[src/rtl/pwc_pkg.sv]
`timescale 1ns / 1ps
// Package for the penalty weight controller: configuration and divider types,
// register index codes, policy codes and shared rounding and clamp functions.
package pwc_pkg;

   localparam int DVND_W         = 64;
   localparam int DVSR_W         = 48;
   localparam int WEIGHT_MIN_DEF = 66;

   localparam logic [2:0] CSR_POLICY      = 3'd0;
   localparam logic [2:0] CSR_WEIGHT_MAX  = 3'd1;
   localparam logic [2:0] CSR_WL_DELTA    = 3'd2;
   localparam logic [2:0] CSR_INTERVAL    = 3'd3;
   localparam logic [2:0] CSR_HORIZON     = 3'd4;
   localparam logic [2:0] CSR_STOP_LEVEL  = 3'd5;
   localparam logic [2:0] CSR_WL_BASE     = 3'd6;
   localparam logic [2:0] CSR_OV_BASE     = 3'd7;

   localparam logic [1:0] POL_STEP_DECAY  = 2'd0;
   localparam logic [1:0] POL_TRAJECTORY  = 2'd1;
   localparam logic [1:0] POL_RATIO       = 2'd2;

   typedef struct packed {
      logic [1:0]  policy;
      logic [31:0] weight_max;
      logic [47:0] wl_delta_ref;
      logic [9:0]  interval;
      logic [19:0] horizon;
      logic [17:0] stop_level;
      logic [47:0] wl_baseline;
      logic [17:0] ov_baseline;
   } pwc_cfg_type;

   typedef struct packed {
      logic              start;
      logic [DVND_W-1:0] dividend;
      logic [DVSR_W-1:0] divisor;
   } pwc_div_req_type;

   typedef struct packed {
      logic              done;
      logic [DVND_W-1:0] quo;
      logic [DVSR_W-1:0] rem;
   } pwc_div_rsp_type;

   function automatic logic signed [47:0] rdiv16(input logic signed [47:0] v);
      logic [47:0] m;
      m = v[47] ? 48'(-v) : 48'(v);
      m = (m + 48'd32768) >> 16;
      return v[47] ? -$signed(m) : $signed(m);
   endfunction

   function automatic logic [31:0] clamp_w(input logic [51:0] v, input logic [31:0] wmin,
                                           input logic [31:0] wmax);
      logic [51:0] t;
      t = (v < 52'(wmin)) ? 52'(wmin) : v;
      if (t > 52'(wmax)) t = 52'(wmax);
      return t[31:0];
   endfunction

endpackage

[src/rtl/pwc_div.sv]
`timescale 1ns / 1ps
// Shared radix-2 restoring divider, one quotient bit per cycle.
// Depends on pwc_pkg for the request and response types.
module pwc_div import pwc_pkg::*; (
   input  logic            clock,
   input  logic            reset,
   input  pwc_div_req_type div_req,
   output pwc_div_rsp_type div_rsp
);
   localparam int CNT_W = $clog2(DVND_W);

   logic              busy_ff, busy_in;
   logic              done_ff, done_in;
   logic [CNT_W-1:0]  cnt_ff, cnt_in;
   logic [DVSR_W-1:0] rem_ff, rem_in;
   logic [DVND_W-1:0] quo_ff, quo_in;
   logic [DVSR_W-1:0] dvsr_ff, dvsr_in;
   logic [DVSR_W:0]   shifted;
   logic [DVSR_W:0]   diff;
   logic              fits;

   assign shifted = {rem_ff, quo_ff[DVND_W-1]};
   assign fits    = shifted >= {1'b0, dvsr_ff};
   assign diff    = shifted - {1'b0, dvsr_ff};

   always_comb begin
      busy_in = busy_ff;
      done_in = 1'b0;
      cnt_in  = cnt_ff;
      rem_in  = rem_ff;
      quo_in  = quo_ff;
      dvsr_in = dvsr_ff;
      if (div_req.start) begin
         busy_in = 1'b1;
         cnt_in  = '0;
         rem_in  = '0;
         quo_in  = div_req.dividend;
         dvsr_in = div_req.divisor;
      end else if (busy_ff) begin
         rem_in = fits ? diff[DVSR_W-1:0] : shifted[DVSR_W-1:0];
         quo_in = {quo_ff[DVND_W-2:0], fits};
         cnt_in = cnt_ff + 1'b1;
         if (cnt_ff == CNT_W'(DVND_W - 1)) begin
            busy_in = 1'b0;
            done_in = 1'b1;
         end
      end
   end

   always_ff @(posedge clock) begin
      if (reset) begin
         busy_ff <= 1'b0;
         done_ff <= 1'b0;
         cnt_ff  <= '0;
      end else begin
         busy_ff <= busy_in;
         done_ff <= done_in;
         cnt_ff  <= cnt_in;
      end
      rem_ff  <= rem_in;
      quo_ff  <= quo_in;
      dvsr_ff <= dvsr_in;
   end

   assign div_rsp.done = done_ff;
   assign div_rsp.quo  = quo_ff;
   assign div_rsp.rem  = rem_ff;

endmodule

[config.mk]
export PLATFORM = sky130hd
export DESIGN_NAME = pwc_div
export DESIGN_NICKNAME = d
export VERILOG_FILES = /design/src/rtl/pwc_pkg.sv /design/src/rtl/pwc_div.sv
export SDC_FILE = /design/constraint.sdc
export NUM_CORES = 1
export LEC_CHECK = 0
export BUFFER_PORTS_ARGS = -buffer_cell sky130_fd_sc_hd__buf_2
export CAP_MARGIN = 20
export CORE_ASPECT_RATIO = 0.8
export CORE_MARGIN = 4
export CORE_UTILIZATION = 25
export CTS_CLUSTER_SIZE = 24
export DETAILED_ROUTE_END_ITERATION = 12
export PLACE_DENSITY = 0.45
export RECOVER_POWER = 25
export SKIP_CTS_REPAIR_TIMING = 1
export SLEW_MARGIN = 10
export SYNTH_ARGS = -nofsm -noshare
export SYNTH_HDL_FRONTEND = slang
export SYNTH_SLANG_ARGS = --single-unit
[constraint.sdc]
create_clock -name clock -period 8.16 [get_ports clock]
set_input_delay 1.224 -clock clock [delete_from_list [all_inputs] [get_ports clock]]
set_output_delay 1.224 -clock clock [all_outputs]
set_load 0.05 [all_outputs]
==> metrics.yaml, run 1 <==
status:
  outcome: "finished with violations"
  violations: "capacitance limit, slew limit"
power:
  fin_total_pwr_mw: 2.644
  p_leak_nw: 4.924
  ir_worst_vdd_uv: 115.5
  power_density_nw_per_um2: 224.3
clock_tree:
  cts-root-buf: "clkbuf_16"
  clk_latency_ns: 0.45
  clk_path_buf_depth: 2
  cts.sinks: 168
  cts_tree: "built"
  cts_buffers: 17
  clk_pin_slew_ns: 0.07
  htreeDepth: 4
global_route:
  overflow: 0
  grt_pass1_wl_um: 45950
  globalRouteTotalUtil_pct: 13.98
  grt_max_degree: 104
  grt_pass1_vias: 7649
  antenna_found_initial: 2
floorplanning:
  rows: 64
  die_h_um: 183.9
  dieArea_um2: 41910
  core_um2: 38200
  ios: 228
  die_x_um: 227.9
  start_util_pct: 25.31
sta:
  hold_viol_final: 0
  post-route-min-period_ns: 5.224
  finalSetupTns_ns: 0
  worst_slew_pin_slew_ns: 2.863
  max_freq_mhz: 191.4
  period_share_pct: 64.02
  drv_slew: 127
  slew_headroom_pct: -90.84
  hold_ws_ns: 0.4917
  clock_skew_ns: 0.008858
  setup_violations: 0
  rsz0062_at_grt: "no"
cells_and_area:
  drive_above_1_share_pct: 27.78
  diodes: 0
  stdcell_count: 1672
  nFillCells: 3974
  fin_util_pct: 30.86
  layout_common_cells: "buf_2, nand2_1, edfxtp_1"
  fin_nets: 1329
  final_common_cell: "buf_2"
  area_growth_pct: 21.92
route:
  drt_wl_total_um: 29690
  drc: 0
  drt_iter0_markers: 428
  vias: 7832
  ant_nets: 0
  drt-pass1-iter-count: 5
  routed_via_density: 4.684
  avgRoutedWirePerCell_um: 17.75
worst_setup_path:
  crit_cells: 2
  timing.rr.end: "rem_ff[9]"
  path_class: "primary input to register"
  max_stage_delay_ns: 2.13
  required_ns: 8.17
  reg2reg_slack_ns: 4.34
  rr_startpoint: "rem_ff[36]"
  path_delay_family: "buffers and inverters"
  arrival_ns: 5.23
  reg2regPathDepth: 11
  start_kind: "primary input"
  cp_common_cell: "clkbuf_1"
  endpoint_kind: "register"
  cp_num_buf_inv: 2
  cp_slowest_cell: "clkbuf_1"
  cp_max_fo: 55
  crit_chain: "clkbuf_1 > clkbuf_1"
worst_hold_path:
  hold_depth: 2
  hp-start: "cnt_ff[5]"
  whs_endpoint: "cnt_ff[5]"
  hold_class: "register to register"
flow_run:
  drv_cap: 3
synthesis:
  synth_edf_count: 112
  netlist_instances: 964
  avgSynthCellArea_um2: 10.03
  synth_nets: 1129
  ys_seq_elements: 168
  synth_warnings: 0
  ys_async_sr_fraction_pct: 0
  syn-cell-area_um2: 9669
  ys.flop_type: "edfxtp_1"
  ys_seq_area_share_pct: 46.38
  synthDistinctLibCells: 67
place:
  numPortBuffers: 227
  place_inst: 1640
  place_hpwl_um: 22410
  place.gp.congestion: 0.8212
[cell usage after synthesis (3+ instances only)]
| master | number | area, um^2 |
|---|---|---|
| nand2_1 | 118 | 442.9 |
| edfxtp_1 | 112 | 3363 |
| nor2_1 | 83 | 311.6 |
| a21oi_1 | 64 | 320.3 |
| mux2_2 | 64 | 720.7 |
| inv_1 | 63 | 236.5 |
| dfxtp_1 | 56 | 1121 |
| ha_1 | 49 | 613.1 |
| a311oi_1 | 42 | 367.9 |
| o21ai_0 | 29 | 145.1 |
| clkbuf_1 | 26 | 97.59 |
| nand3_1 | 26 | 130.1 |
| xnor2_1 | 21 | 183.9 |
| xor2_1 | 17 | 148.9 |
| a21o_1 | 16 | 120.1 |
| nand4_1 | 14 | 87.58 |
| buf_2 | 12 | 60.06 |
| nand2b_1 | 12 | 75.07 |
| o21a_1 | 10 | 75.07 |
| o21bai_1 | 9 | 67.56 |
| nor3_1 | 8 | 40.04 |
| o211ai_1 | 8 | 60.06 |
| buf_6 | 7 | 78.83 |
| or3_1 | 7 | 43.79 |
| buf_4 | 6 | 45.04 |
| nor2b_1 | 6 | 37.54 |
| a211oi_1 | 5 | 37.54 |
| a31oi_1 | 5 | 31.28 |
| and3_1 | 5 | 31.28 |
| o21ai_1 | 5 | 25.02 |
| or2_2 | 4 | 25.02 |
| a21boi_0 | 3 | 22.52 |
| and2_1 | 3 | 18.77 |
| and4_1 | 3 | 26.28 |
| nor3b_1 | 3 | 22.52 |
| o22ai_1 | 3 | 18.77 |
| o31ai_1 | 3 | 22.52 |
| or3b_1 | 3 | 26.28 |
[flip-flops by register name, summed over array words and instances, names as in the netlist]
register  cells
quo_ff       64
busy_ff       1
dvsr_ff      48
cnt_ff        6
rem_ff       48
done_ff       1
[per-layer routing]
metal / track usage (%) / share of wire, % / vias to the layer above
met5: 0 / 0.074 / -
met2: 20.22 / 43 / 158
li1: - / - / 3917
met4: 4.039 / 1.7 / 4
met3: 3.810 / 4.9 / 30
met1: 20.39 / 51 / 3723
[where the power goes]
group	switching, mW	internal [mW]	total (mW)
sequential	0.0442	0.994	1.04
combinational	0.498	0.225	0.723
clock	0.364	0.519	0.883
total	0.906	1.74	2.64
[worst max path at each step]
stage | slack [ns] | to | startpoint
detailed placement | 4.42 | rem_ff[37] | rem_ff[36]
CTS | 4.37 | rem_ff[34] | rem_ff[36]
floorplan | 4.80 | quo_ff[0] | rem_ff[22]
global route | 2.50 | dvsr_ff[11] | div_req[112]
finish | 2.94 | dvsr_ff[6] | div_req[112]
global placement | 4.52 | rem_ff[13] | rem_ff[36]
[tightest hold or removal path: stages (launching register included)]
cell	delay, ns
dfxtp_1	0.32
o21ai_0	0.07
a21oi_1	0.06
[per-stage QoR]
stage	cell area (um^2)	setup WS (ns)
after floorplan	9669	4.801
after global placement	11190	4.522
after detailed placement	11190	4.420
after CTS	11820	4.370
after global routing	11790	2.502
final	11790	2.936
[cell families after synthesis]
logic type      Yosys count  share of synthesized area [%]
simple gates            307                          14.92
fa+ha+maj                50                          6.548
xor+xnor                 38                          3.442
mux                      65                          7.557
buf+inv                 114                          5.357
compound gates          222                          15.80
flops                   168                          46.38
[final cells by class]
class | count | area, um^2 | area share, %
repair buffers | 232 | 1154 | 9.786
clock inverters | 10 | 137.6 | 1.167
clock buffers | 22 | 486.7 | 4.129
multi-input cells | 682 | 4667 | 39.59
flip-flops and latches | 168 | 4488 | 38.07
inverters | 63 | 236.5 | 2.006
well taps | 495 | 619.3 | 5.254
(Power assumes the default switching activity.)
==> inputs of run 2 (changes only) <==
--- a/config.mk
+++ b/config.mk
@@ -12,7 +12,7 @@
 export CORE_UTILIZATION = 25
 export CTS_CLUSTER_SIZE = 24
 export DETAILED_ROUTE_END_ITERATION = 12
-export PLACE_DENSITY = 0.45
+export PLACE_DENSITY = 0.47
 export RECOVER_POWER = 25
 export SKIP_CTS_REPAIR_TIMING = 1
 export SLEW_MARGIN = 10
==> constraint.sdc (replaced) <==
create_clock -name clock -period 4.25 [get_ports clock]
set_input_delay 0.6375 -clock clock [delete_from_list [all_inputs] [get_ports clock]]
set_output_delay 0.6375 -clock clock [all_outputs]
set_load 0.05 [all_outputs]
==> run 2 against run 1 <==
- the flow still finishes with violations (capacitance limit, slew limit)
- largest cell class unchanged
- register-to-register slack lost 3.5 ns
- sequential power grew 91%
- via count shrank 0.22%
- non-clock buffer count grew 3
==> metrics.yaml, run 2 (synthesized netlist as in run 1, its figures left out) <==
floorplanning:
  core_um2: 38200  # unchanged
  rows: 64  # unchanged
  ios: 228  # unchanged
  dieArea_um2: 41910  # unchanged
  start_util_pct: 25.31  # unchanged
  die_x_um: 227.9  # unchanged
  die_h_um: 183.9  # unchanged
power:
  fin_total_pwr_mw: 4.997  # +89%
  power_density_nw_per_um2: 423.4  # +89%
  p_leak_nw: 4.951  # +0.55%
  ir_worst_vdd_uv: 202.7  # +75%
flow_run:
  drv_cap: 2  # -1
sta:
  drv_slew: 127  # unchanged
  post-route-min-period_ns: 3.457
  max_freq_mhz: 289.3
  hold_viol_final: 0  # unchanged
  setup_violations: 0  # unchanged
  rsz0062_at_grt: "no"
  worst_slew_pin_slew_ns: 2.024  # -0.8389 ns
  slew_headroom_pct: -34.91  # +56 points
  clock_skew_ns: 0.01536  # +0.006502 ns
  finalSetupTns_ns: 0  # unchanged
  period_share_pct: 81.34
  setup_ws_ns: 0.7930  # -2.143 ns
clock_tree:
  htreeDepth: 4  # unchanged
  clk_path_buf_depth: 2  # unchanged
  clk_latency_ns: 0.45  # about the same
  cts-root-buf: "clkbuf_16"
  cts_buffers: 17  # unchanged
  clk_pin_slew_ns: 0.08  # about the same
  cts_tree: "built"
  cts.sinks: 168  # unchanged
route:
  drc: 0  # unchanged
  avgRoutedWirePerCell_um: 17.22  # -3.0%
  drt_iter0_markers: 528  # +23%
  drt-pass1-iter-count: 5  # unchanged
  vias: 7815  # -0.22%
  ant_nets: 0  # unchanged
  routed_via_density: 4.666  # -0.40%
  drt_wl_total_um: 28840  # -2.8%
cells_and_area:
  final_common_cell: "buf_2"
  largest_register: "quo_ff"
  fin_nets: 1332  # +0.23%
  largest_reg_flops: 64  # unchanged
  reg_top3: "quo_ff: 64 flops, dvsr_ff: 48 flops, rem_ff: 48 flops"
  diodes: 0  # unchanged
  stdcell_count: 1675  # +0.18%
  final_area_um2: 11800  # +0.11%
  area_growth_pct: 22.05
  drive_above_1_share_pct: 28.73  # +0.95 points
  layout_common_cells: "buf_2, nand2_1, edfxtp_1"
global_route:
  globalRouteTotalUtil_pct: 13.47  # -0.51 points
  antenna_found_initial: 0  # -2
  overflow: 0  # unchanged
  grt_pass1_wl_um: 44550  # -3.0%
  grt_pass1_vias: 7615  # -0.44%
  grt_max_degree: 104  # unchanged
worst_setup_path:
  required_ns: 4.60  # -3.57 ns
  cp_slowest_cell: "a2111oi_1"
  cp_num_buf_inv: 1  # -1
  endpoint_kind: "register"
  path_class: "register to register"
  max_stage_delay_ns: 0.51  # -1.62 ns
  cp_max_fo: 5  # -91%
  arrival_ns: 3.81  # -1.42 ns
  crit_chain: "inv_1 > ha_1 > fa_1 > nor2b_1 > o2111ai_1 > a2111oi_1 > nor3b_2 > o2111ai_2 > nand3_1 > a211oi_1 > o21ai_1 > a311oi_1"
  path_delay_family: "compound AO/OA/AOI/OAI gates"
  start_kind: "register"
place:
  place_inst: 1643  # +0.18%
  place_hpwl_um: 21700  # -3.2%
  placed_area_um2: 11210  # +0.20%
  place.gp.congestion: 0.8080  # -1.6%
  pre_cts_slack_ns: 0.8573  # -3.562 ns
  numPortBuffers: 227  # unchanged
status:
  outcome: "finished with violations"
  violations: "capacitance limit, slew limit"
worst_hold_path:
  hold_class: "primary input to register"
run 2: cell types whose count changed in the layout (fill, tap and decap cells not counted), moves of 3 or more:
cell / previous run / this run
clkbuf_1: 17 / 6
buf_2: 214 / 220
buf_4: 4 / 7
inv_6: 1 / 4
mux2_1: 0 / 3
mux2_2: 64 / 61
run 2: final cells by class:
class / count / area, um^2
fillers: 3998 / 26400
flip-flops and latches: 168 / 4488
well taps: 495 / 619.3
clock buffers: 19 / 464.2
clock inverters: 13 / 133.9
multi-input cells: 682 / 4667
inverters: 63 / 236.5
repair buffers: 235 / 1192
run 2: per-layer routing:
| metal | global-route usage, % | part of all wire (%) | vias up |
|---|---|---|---|
| li1 | - | - | 3919 |
| met1 | 19.75 | 52 | 3744 |
| met2 | 19.69 | 43 | 132 |
| met3 | 3.485 | 4.0 | 20 |
| met4 | 3.476 | 1.4 | 0 |
| met5 | 0 | 0 | - |
run 2: final timing paths:
path                                   end  cells after the start  slack, ns       start
worst max-delay path            rem_ff[42]                     12       0.79  quo_ff[63]
worst min-delay path               busy_ff                      2       0.33       reset
worst max register to register  rem_ff[42]                     12       0.79  quo_ff[63]
worst min register to register   cnt_ff[5]                      2       0.48   cnt_ff[5]
run 2: metrics by stage:
| stage | utilization [%] | hold WS, ns |
|---|---|---|
| floorplan | - | 0.4541 |
| global placement | 29.36 | 0.4722 |
| detailed placement | 29.36 | 0.4743 |
| CTS | 30.92 | 0.2980 |
| global route | 30.90 | 0.3135 |
| finish | 30.90 | 0.3317 |
run 2: where the power goes:
group          internal [mW]  leakage, nW  switching (mW)  total, mW
Combinational          0.436         3.08           0.953       1.39
Sequential              1.91         1.57          0.0841       1.99
Clock                  0.874        0.295           0.743       1.62
Total                   3.22         4.95            1.78       5.00
==> inputs of run 3 (changes only) <==
--- a/config.mk
+++ b/config.mk
@@ -5,6 +5,7 @@
 export SDC_FILE = /design/constraint.sdc
 export NUM_CORES = 1
 export LEC_CHECK = 0
+export ABC_AREA = 1
 export BUFFER_PORTS_ARGS = -buffer_cell sky130_fd_sc_hd__buf_2
 export CAP_MARGIN = 20
 export CORE_ASPECT_RATIO = 0.8
@@ -12,7 +13,7 @@
 export CORE_UTILIZATION = 25
 export CTS_CLUSTER_SIZE = 24
 export DETAILED_ROUTE_END_ITERATION = 12
-export PLACE_DENSITY = 0.47
+export PLACE_DENSITY = 0.45
 export RECOVER_POWER = 25
 export SKIP_CTS_REPAIR_TIMING = 1
 export SLEW_MARGIN = 10
==> constraint.sdc (replaced) <==
create_clock -name clock -period 3.52 [get_ports clock]
set_input_delay 0.528 -clock clock [delete_from_list [all_inputs] [get_ports clock]]
set_output_delay 0.528 -clock clock [all_outputs]
set_load 0.05 [all_outputs]
==> run 3 against run 2 <==
- count of clock-buffer cells in the layout decreased by 2
- non-clock buffer count rose by 2
- sequential power is 17% higher
- final cell count increased by 51%
- critical path type unchanged
- register-to-register slack worse by 0.06 ns
- largest power group unchanged
- critical path depth rose by 1
- clock power is 20% higher
- via count rose by 40%
- worst hold slack got worse by 0.11 ns
- highest routed layer is now met5
- sequential share of layout area down 5.3 points
- power rose by 2.8%
- the run now ends clean
- critical endpoint is now rem_ff[28]
- synthesized cell count is 77% higher
==> metrics.yaml, run 3 <==
status:
  outcome: "finished, final reports clean"
worst_hold_path:
  hp-start: "div_req[42]"
  whs_endpoint: "dvsr_ff[42]"
  hold_depth: 1  # -1
  hold_class: "primary input to register"
route:
  drt-pass1-iter-count: 5  # unchanged
  avgRoutedWirePerCell_um: 15.69  # -8.9%
  ant_nets: 0  # unchanged
  drc: 0  # unchanged
  drt_wl_total_um: 39760  # +38%
  vias: 10932  # +40%
  routed_via_density: 4.314  # -7.5%
  drt_iter0_markers: 726  # +38%
power:
  p_sw_share_pct: 32.26  # -3.4 points
  power_switching_mw: 1.656  # -7.0%
  power_density_nw_per_um2: 375.1  # -11%
  p_leak_nw: 7.444  # +50%
  share_comb_of_total_power_pct: 16.9  # -11 points
  ir_worst_vdd_uv: 320.0  # +58%
  clockPowerShare_pct: 37.9  # +5.5 points
  p_seq_share_pct: 45.2  # +5.4 points
  intPower_mw: 3.478  # +8.1%
sta:
  max_freq_mhz: 359.4  # +24%
  period_share_pct: 79.04  # -2.3 points
  hold_ws_ns: 0.2214  # -0.1102 ns
  slew_headroom_pct: 18.97  # +54 points
  rsz0062_at_grt: "no"
  finalSetupTns_ns: 0  # unchanged
  drv_slew: 0  # -100%
  hold_viol_final: 0  # unchanged
  post-route-min-period_ns: 2.782  # -0.6748 ns
  worst_slew_pin_slew_ns: 1.215  # -0.8082 ns
  setup_violations: 0  # unchanged
  clock_skew_ns: 0.02776  # +0.01240 ns
cells_and_area:
  final_area_um2: 13690  # +16%
  fin_util_pct: 30.66  # -0.23 points
  layout_common_cells: "nand2_1, inv_1, buf_2"
  drive_above_1_share_pct: 14.94  # -14 points
  final_common_cell: "nand2_1"
  reg_top3: "quo_ff: 64 flops, dvsr_ff: 48 flops, rem_ff: 48 flops"
  fin_nets: 2081  # +56%
  largest_register: "quo_ff"
  area_growth_pct: 20.59
  largest_reg_flops: 64  # unchanged
  nFillCells: 5047  # +26%
global_route:
  grt_max_degree: 84  # -19%
  grt_pass1_vias: 10800  # +42%
  globalRouteTotalUtil_pct: 16.27  # +2.8 points
  overflow: 0  # unchanged
  grt_pass1_wl_um: 61620  # +38%
  antenna_found_initial: 9  # +9
synthesis:
  synth_nets: 1870  # +66%
  synth_warnings: 0  # unchanged
  syn-cell-area_um2: 11350  # +17%
  synth_edf_count: 112  # unchanged
  synthTopCellsByCount: "nand2_1, inv_1, edfxtp_1"
  ys_seq_elements: 168  # unchanged
  synth_top_area_share_pct: 29.63  # -5.1 points
  synthDistinctLibCells: 35  # -48%
  synth.largest_area_cell: "edfxtp_1"
  ys_seq_area_share_pct: 39.51  # -6.9 points
  netlist_instances: 1705  # +77%
  yosysMostFrequentCell: "nand2_1"
  ys.flop_type: "edfxtp_1"
  ys_async_sr_fraction_pct: 0  # unchanged
  avgSynthCellArea_um2: 6.657  # -34%
  synthTopCellsByArea: "edfxtp_1, nand2_1, inv_1, dfxtp_1, ha_1"
clock_tree:
  cts_buffers: 17  # unchanged
  htreeDepth: 4  # unchanged
  cts-root-buf: "clkbuf_16"
  clk_pin_slew_ns: 0.08  # about the same
  cts.sinks: 168  # unchanged
  cts_tree: "built"
  clk_path_buf_depth: 2  # unchanged
  clk_latency_ns: 0.48  # +0.03 ns
place:
  numPortBuffers: 227  # unchanged
  placed_area_um2: 13120  # +17%
  place_hpwl_um: 31150  # +44%
  place.gp.congestion: 0.9087  # +12%
worst_setup_path:
  reg2reg_slack_ns: 0.74  # -0.06 ns
  arrival_ns: 3.13  # -0.68 ns
  endpoint_kind: "register"
  path_class: "register to register"
  timing.rr.end: "rem_ff[28]"
  start_kind: "register"
  cp_max_fo: 49  # +44
  rr_startpoint: "dvsr_ff[26]"
  reg2regPathDepth: 13  # +1
  required_ns: 3.87  # -0.73 ns
floorplanning:
  die_x_um: 246.2  # +8.0%
  die_h_um: 198.6  # +8.0%
  start_util_pct: 25.43  # +0.11 points
  dieArea_um2: 48890  # +17%
  rows: 69  # +7.8%
  core_um2: 44630  # +17%
  ios: 228  # unchanged
flow_run:
  drv_cap: 0  # -2
## run 3: changes by cell type in the layout (fill, tap and decap cells not counted), moves of 26 or more
cell,before,now
a311oi_1,42,0
nand3_1,26,91
o21ai_0,29,3
a21oi_1,64,28
nand2_1,118,770
nand4_1,14,62
inv_1,63,320
mux2_2,61,0
## run 3: logic make-up (layout without fill, tap and decap cells)
group,Yosys count,in the layout,synth area share (%)
AO/OA/AOI/OAI,38,38,1.819
flip-flops,168,168,39.51
AND/OR/NAND/NOR,1052,1052,38.37
XOR/XNOR,25,25,1.929
buffers and inverters,372,595,12.79
adder cells (fa/ha/maj),50,50,5.578
other,0,3,0
## run 3: power by group through the flow
stage | Sequential, mW | Clock [mW] | Combinational (mW)
CTS | 2.32 | 2.01 | 0.881
global placement | 2.37 | 0 | 0.884
global route | 2.34 | 2.09 | 0.955
finish | 2.32 | 1.94 | 0.869
floorplan | 2.62 | 0 | 0.331
detailed placement | 2.36 | 0 | 0.881
## run 3: cell type report
| cell class | instances | area, um^2 | area share, % |
|---|---|---|---|
| sequential | 168 | 4484 | 32.76 |
| antenna | 3 | 7.507 | 0.05485 |
| multi-input combinational | 1165 | 5436 | 39.72 |
| inverter | 327 | 1227 | 8.968 |
| timing repair buffer | 237 | 1190 | 8.694 |
| clock inverter | 14 | 161.4 | 1.179 |
| tap | 603 | 754.5 | 5.512 |
| clock buffer | 17 | 425.4 | 3.108 |
## run 3: stage by stage
stage	setup WS [ns]	power, mW	cells
2_1_floorplan	0.8105	2.948	1705
3_3_place_gp	0.8470	3.249	2500
3_5_place_dp	0.8203	3.244	2500
4_1_cts	0.8013	5.219	2531
5_1_grt	0.4794	5.385	2531
6_report	0.7379	5.135	2534
## run 3: layer usage
layer / GRT usage, % / part of all wire [%]
met2: 23.90 / 41
met1: 23.33 / 50
met4: 4.075 / 1.5
met5: 0 / 0.17
met3: 4.933 / 7.1
## run 3: worst max-delay path, cell delays in order, from the launching register on
cell	delay, ns
edfxtp_1	0.34
inv_1	0.05
ha_1	0.37
nand2_1	0.12
nor2_1	0.33
nand2_1	0.17
nor2_1	0.16
and2_1	0.15
nand2_2	0.06
nand3_2	0.08
buf_4	0.52
nand2_1	0.15
nand3_1	0.11
nand2_1	0.05
## run 3: worst max-delay path by stage
stage,cells past startpoint,startpoint,endpoint,slack [ns]
2_1_floorplan,4,div_req[112],quo_ff[0],0.81
3_3_place_gp,15,dvsr_ff[7],rem_ff[31],0.85
3_5_place_dp,14,dvsr_ff[11],rem_ff[28],0.82
4_1_cts,14,dvsr_ff[11],rem_ff[28],0.80
5_1_grt,15,dvsr_ff[8],rem_ff[15],0.48
6_report,13,dvsr_ff[26],rem_ff[28],0.74
